File: config.mk
export PLATFORM = sky130hd
export DESIGN_NAME = rqsat_box
export DESIGN_NICKNAME = d
export VERILOG_FILES = /design/src/hw/rtl/rqsat_pkg.sv /design/src/hw/rtl/rqsat_box.sv
export SDC_FILE = /design/constraint.sdc
export NUM_CORES = 1
export LEC_CHECK = 0
export ABC_AREA = 0
export BUFFER_PORTS_ARGS = -buffer_cell sky130_fd_sc_hd__buf_2
export CAP_MARGIN = 20
export CORE_ASPECT_RATIO = 0.6
export CORE_MARGIN = 8
export CORE_UTILIZATION = 40
export DETAILED_ROUTE_END_ITERATION = 16
export HOLD_SLACK_MARGIN = 0.06
export PLACE_DENSITY = 0.68
export SYNTH_ARGS = -nofsm -noshare
export SYNTH_HDL_FRONTEND = slang
export SYNTH_SLANG_ARGS = --single-unit
File: constraint.sdc
create_clock -name clk_i -period 23 [get_ports clk_i]
set_input_delay 2.3 -clock clk_i [delete_from_list [all_inputs] [get_ports clk_i]]
set_output_delay 2.3 -clock clk_i [all_outputs]
set_load 0.02 [all_outputs]
File: src/hw/rtl/rqsat_pkg.sv
// Shared constants for the rectangle/quad separating axis test pipeline.
// No dependencies; imported by rqsat_box, rqsat_axis and the top level.
package rqsat_pkg;

  localparam int unsigned QUAD_POINTS = 4;
  localparam int unsigned AXIS_COUNT  = 4;
  localparam int unsigned AXIS_STAGES = 5;
  localparam int unsigned PIPE_DEPTH  = AXIS_STAGES + 1;

endpackage

File: src/hw/rtl/rqsat_box.sv
// X and y axis interval test, delayed to line up with the slanted axis units.
// Depends on rqsat_pkg.
module rqsat_box #(
  parameter int unsigned COORD_BITS = 16
) (
  input  logic                                  clk_i,
  input  logic                                  rst_ni,
  input  logic [rqsat_pkg::AXIS_STAGES-1:0]     en_i,
  input  logic signed [COORD_BITS-1:0]          px_i [rqsat_pkg::QUAD_POINTS],
  input  logic signed [COORD_BITS-1:0]          py_i [rqsat_pkg::QUAD_POINTS],
  input  logic signed [COORD_BITS-1:0]          rect_left_i,
  input  logic signed [COORD_BITS-1:0]          rect_top_i,
  input  logic signed [COORD_BITS-1:0]          rect_right_i,
  input  logic signed [COORD_BITS-1:0]          rect_bottom_i,
  output logic                                  sep_o
);
  import rqsat_pkg::*;

  logic signed [COORD_BITS-1:0] minx_d, maxx_d, miny_d, maxy_d;
  logic signed [COORD_BITS-1:0] minx_q, maxx_q, miny_q, maxy_q;
  logic                         sep_d;
  logic [AXIS_STAGES-2:0]       sep_q;

  always_comb begin
    minx_d = px_i[0];
    maxx_d = px_i[0];
    miny_d = py_i[0];
    maxy_d = py_i[0];
    for (int i = 1; i < QUAD_POINTS; i++) begin
      if (px_i[i] < minx_d) minx_d = px_i[i];
      if (px_i[i] > maxx_d) maxx_d = px_i[i];
      if (py_i[i] < miny_d) miny_d = py_i[i];
      if (py_i[i] > maxy_d) maxy_d = py_i[i];
    end
  end

  assign sep_d = (rect_left_i >= maxx_q) || (minx_q >= rect_right_i) ||
                 (rect_top_i >= maxy_q) || (miny_q >= rect_bottom_i);

  always_ff @(posedge clk_i) begin
    if (en_i[0]) begin
      minx_q <= minx_d;
      maxx_q <= maxx_d;
      miny_q <= miny_d;
      maxy_q <= maxy_d;
    end
    if (en_i[1]) begin
      sep_q[0] <= sep_d;
    end
    for (int k = 1; k < AXIS_STAGES - 1; k++) begin
      if (en_i[k+1]) begin
        sep_q[k] <= sep_q[k-1];
      end
    end
  end

  assign sep_o = sep_q[AXIS_STAGES-2];

  assert property (@(posedge clk_i) disable iff (!rst_ni)
    en_i[0] |=> (minx_q <= maxx_q) && (miny_q <= maxy_q))
    else $error("quad extent inverted");

endmodule

After elaboration in Yosys (flattened, before gate mapping)

Index checks and enable logic that the tools add are counted.

Bits in latches: 0
Register bits after elaboration: 68
Memories kept: 0
Bits of input ports: 199
Memory bits (read-only): 0
Logic and storage cells: 39
Memory bits (writable): 0

Bitwise operators: 0
Order comparisons: 16
Multiplexer cells: 12
Reduce and logical (&&, ||, !) cells: 3
Equality and inequality tests: 0
Divide/modulo/power cells: 0
$mul: 0
Shifts and indexed selects: 0
Add/sub/neg operators: 0

Operators with widths:

| operator                    | count |
|---|---|
| two-way mux 16 bit          | 12 |
| > comparator 16 bit         | 6 |
| less-than comparator 16 bit | 6 |
| >= comparator 16 bit        | 4 |
| logical OR 1 bit            | 3 |

Longest topological paths before layout

Word-level depth: 6
Mapped depth: 37
Gate-level depth less buffers: 32

Worst setup path before layout

OpenSTA, ideal clock, no wires.

Path kind: input-to-reg
Start: in py_i[61] (netlist name)
End: reg miny_q[10] (data pin)
Buffers on the path: 3
Slack: 14.015 ns
Cell stages on the path: 26
Arrival time: 8.719 ns
Library setup time: 0.265 ns
Cell sequence: inv_1 ha_1 a21o_1 a21o_1 or3b_1 o31ai_4 clkbuf_1 mux2i_1 ha_1 nand4_1 or3_1 or3_1 o21ai_0 clkbuf_1 nand2_1 o21ai_0 ha_1 a21o_1 a21o_1 a21oi_1 nand2_1 or4_1 a21oi_1 mux2i_1 buf_2 mux2i_1

Cells in the longest elaborated chain, start to end: 6

Ends and longest elaborated chain:

| what                        | RTL line        | source |
|---|---|---|
| start: declaration          | rqsat_box.sv:10 | `input logic signed [COORD_BITS-1:0] py_i [rqsat_pkg::QUAD_POINTS],` |
| less-than comparator 16 bit | rqsat_box.sv:32 | `if (py_i[i] < miny_d) miny_d = py_i[i];` |
| two-way mux 16 bit *        | rqsat_box.sv:32 |  |
| less-than comparator 16 bit | rqsat_box.sv:32 |  |
| two-way mux 16 bit *        | rqsat_box.sv:32 |  |
| less-than comparator 16 bit | rqsat_box.sv:32 |  |
| two-way mux 16 bit *        | rqsat_box.sv:32 |  |
| via miny_d[10]              | rqsat_box.sv:19 | `logic signed [COORD_BITS-1:0] minx_d, maxx_d, miny_d, maxy_d;` |
| end signal: assignment      | rqsat_box.sv:44 | `miny_q <= miny_d;` |
| end: declaration            | rqsat_box.sv:20 | `logic signed [COORD_BITS-1:0] minx_q, maxx_q, miny_q, maxy_q;` |

Mark *: on every way through the listed nets, which the timed path passes. The rest lies on a longest branch.
A chain may end at the register's enable or synchronous reset.

Final worst setup path

Start: in px_i[63] (netlist name)
End: reg minx_q[8] (data pin)

Cells in the longest elaborated chain, start to end: 6

Ends and longest elaborated chain:

| what                        | RTL line        | source |
|---|---|---|
| start: declaration          | rqsat_box.sv:9  | `input logic signed [COORD_BITS-1:0] px_i [rqsat_pkg::QUAD_POINTS],` |
| less-than comparator 16 bit | rqsat_box.sv:30 | `if (px_i[i] < minx_d) minx_d = px_i[i];` |
| two-way mux 16 bit *        | rqsat_box.sv:30 |  |
| less-than comparator 16 bit | rqsat_box.sv:30 |  |
| two-way mux 16 bit *        | rqsat_box.sv:30 |  |
| less-than comparator 16 bit | rqsat_box.sv:30 |  |
| two-way mux 16 bit *        | rqsat_box.sv:30 |  |
| via minx_d[8]               | rqsat_box.sv:19 |  |
| end signal: assignment      | rqsat_box.sv:42 | `minx_q <= minx_d;` |
| end: declaration            | rqsat_box.sv:20 |  |

Marks and branches as above.

==> results.md <==
* Port Buffers at 198
* H-tree depth at 3
* Synth top area cells: ha_1, edfxtp_1, inv_1
* Seq/Total Area, Yosys at 20.1%
* Post-CTS Setup Inserts at 0
* HP Class: register to register
* DP Worst Slack at 11.79 ns
* CP max FO at 31
* Worst vdd ir at 0.0392 mV
* Clock skew at 0.00796 ns
* Gates resized, CTS repair at 0
* Internal power at 515 uW
* Switching power at 367 uW
* Post-DP HPWL at 29,100 um
* Startpoint Class: input pin
* Most frequent CP cell: a21o_1
* Netlist cell types at 64
* Worst path slowest cell: o311ai_0
* Clock Sinks at 68
* Clk slew on worst S/H paths at roughly 0.060 ns
* Total Power at ~880 uW
* TNS Setup at 0 ns
* Max frequency at 93.6 MHz
* Avg WL per Cell at 19.6 um
* Global-route wire length before repair at 51,300 um
* CP Data Arrival Time at 10.76 ns
* Final setup vio count at 0
* Worst path buffer plus inverter count at 5
* DR vias/cell at around 5.6
* CTS tree: built
* Hold WS at 0.422 ns
* Layout Nets at 1,803
* Worst stage delay on the critical path at 0.95 ns
* Reg power frac at 22.7%
* FP Rows at 45
* Setup Crit Path Kind: input pin to register
* Outcome: finished clean
* Final setup margin at around 12 ns
* Die width at 222 um
* Clock Path Buffers at 2
* CTS Root Cell: clkbuf_16
* Largest net degree at the start of global routing at 65
* First-pass iteration count of the detailed router at 5
* CTS Hold Bufs at 0
* Clock Power Share at 18.0%
* Die height at 140 um
* Hold Vio Cnt, Final at 0
* DR iter-0 viols at 1,120
* Synthesized area at 0.0102 mm2
* Area Overhead vs Synth at 17.2%
* #FFs+latches synth at 68
* GRT overflow at 0
* DRC at 0
* Initial Util at 40.5%
* DR vias at 9,679
* Number of synthesized flops with an enable pin at 68
* Drt total wl at approximately 34,000 um
* CP Capture Type: register
* CTS buffer count at 9
* Leakage power at roughly 6.2 nW
* Clock Latency Late Sink at approximately 0.33 ns
* Slew @ Worst Pin at 1.18 ns
* Synth warn at 0
* Slew HR at 20.3%
* Unrepaired setup endpoints after global routing: false
* I/O Pins at 200
* Final Cycle Share at 46.4%
* Post-layout util at 47.5%
* Comb pwr share at 59.3%
* Layout cell share with drive strength beyond 1 at 19.9%
* Fraction of registers with async set/reset at 0%
* Final min period at 10.68 ns
* Data required, critical path at 23.08 ns
* GRT Util Overall at 20.8%
* Die Area at between 0.03 and 0.04 mm2
* Synth top area share at 26.6%
* Routed Antenna Nets at 0
* Synthesized Nets at 1,609
* Cell family with most CP delay: compound AO/OA/AOI/OAI gates
* Number of global-route vias before repair at 9,225
* Max-Cap Viols at 0
* Routability congestion estimate at 0.930
* Synth Flop Type: edfxtp_1
* Core area at 0.0251 mm2
* Fin. max-slew vios at 0
* Initial antenna violation count at 6
* Mean Syn Cell Area at 8.52 um2
* Pwr per Cell Area at between 70 and 80 mW/mm2
* Synthesized instance count at 1,194
* Sw Ratio at 41.6%
* Post-synth top area cell: ha_1
final cells by class:
cell class	instances	area, um2
fillers	2466	13200
multi-input cells	910	7310
flip-flops and latches	68	2040
repair buffers	217	1130
inverters	182	683
well taps	329	412
clock buffers	9	225
clock inverters	7	115
diodes	4	10.0
power by group through the flow:
stage / clock [mW] / combinational [mW] / sequential, mW
finish: 0.159 / 0.523 / 0.200
global route: 0.167 / 0.582 / 0.204
CTS: 0.163 / 0.515 / 0.201
detailed placement: 0 / 0.510 / 0.203
global placement: 0 / 0.493 / 0.202
floorplan: 0 / 0.358 / 0.200
layout by cell type (no fill, tap or decap), drive strengths merged, types with 3 or more instances in the layout:
cell type  instances
a2111oi            4
a211oi            21
a21boi             4
a21o              61
a21oi             80
a221oi            13
and2               4
and4               4
buf              217
bufinv             3
clkbuf             9
clkinv             3
diode              4
edfxtp            68
ha               216
inv              182
mux2              33
mux2i             67
nand2             74
nand2b            11
nand3              9
nand4             48
nor2              54
nor2b             18
nor3               7
nor4               7
o211a              3
o211ai             3
o21a              27
o21ai             72
o22ai              9
o31ai             19
or3                4
xnor2              3
synthesized netlist by cell type, drive strengths merged, types with 3 or more instances:
master,count
nor3,7
mux2,33
nand2,74
o21ai,72
o31ai,19
o22ai,9
and4,4
mux2i,67
xnor2,3
ha,216
a211oi,21
o211ai,3
a2111oi,4
inv,182
clkbuf,27
nor4,7
nand4,48
nor2b,18
o211a,3
nand3,9
a21boi,4
nor2,54
edfxtp,68
and2,4
o21a,27
buf,7
or3,4
a21o,61
a21oi,80
a221oi,13
nand2b,11
layer usage:
| metal | vias to the layer above | part of all wire (%) | GRT usage [%] |
|---|---|---|---|
| met5 | - | 0.13 | 0 |
| met4 | 8 | 0.81 | 2.40 |
| met1 | 4503 | 52 | 32.4 |
| met2 | 339 | 38 | 28.3 |
| li1 | 4801 | - | - |
| met3 | 28 | 9.0 | 5.64 |
registers in the layout, indices dropped and copies added, names as in the netlist:
register	flops
miny_q	16
sep_q	4
minx_q	16
maxy_q	16
maxx_q	16
cells by family (layout without fill, tap and decap cells):
| family | Yosys count | count (layout) | synth area share, % |
|---|---|---|---|
| other cells | 0 | 4 | 0 |
| compound gates | 336 | 336 | 21.7 |
| buf+inv | 216 | 415 | 8.27 |
| simple gates | 254 | 254 | 12.8 |
| fa+ha+maj | 216 | 216 | 26.6 |
| flops | 68 | 68 | 20.1 |
| xor+xnor | 4 | 4 | 0.345 |
| mux | 100 | 100 | 10.2 |
metrics by stage:
stage | instances | cell area (um2)
2_1_floorplan | 1194 | 10200
3_3_place_gp | 1704 | 11600
3_5_place_dp | 1704 | 11600
4_1_cts | 1720 | 11900
5_1_grt | 1724 | 11900
6_report | 1726 | 11900
path summary, 6_finish.rpt:
| kind | from | cells after the start | slack, ns | endpoint |
|---|---|---|---|---|
| setup reg to reg | minx_q[1] | 11 | 20.42 | sep_q[0] |
| setup / recovery | px_i[63] | 30 | 12.32 | minx_q[8] |
| hold reg to reg | sep_q[0] | 0 | 0.42 | sep_q[1] |
| hold / removal | sep_q[0] | 0 | 0.42 | sep_q[1] |
worst reg2reg max path, stage by stage, from the launching register on:
cell,delay (ns)
edfxtp_1,0.37
ha_1,0.30
nor2b_1,0.15
o21a_1,0.17
o21a_1,0.16
o21a_1,0.19
o21a_1,0.18
o21a_1,0.16
o21ai_0,0.17
a211oi_1,0.12
o22ai_1,0.16
nand4_1,0.17
Note: power is estimated with default switching activity, not from simulation.
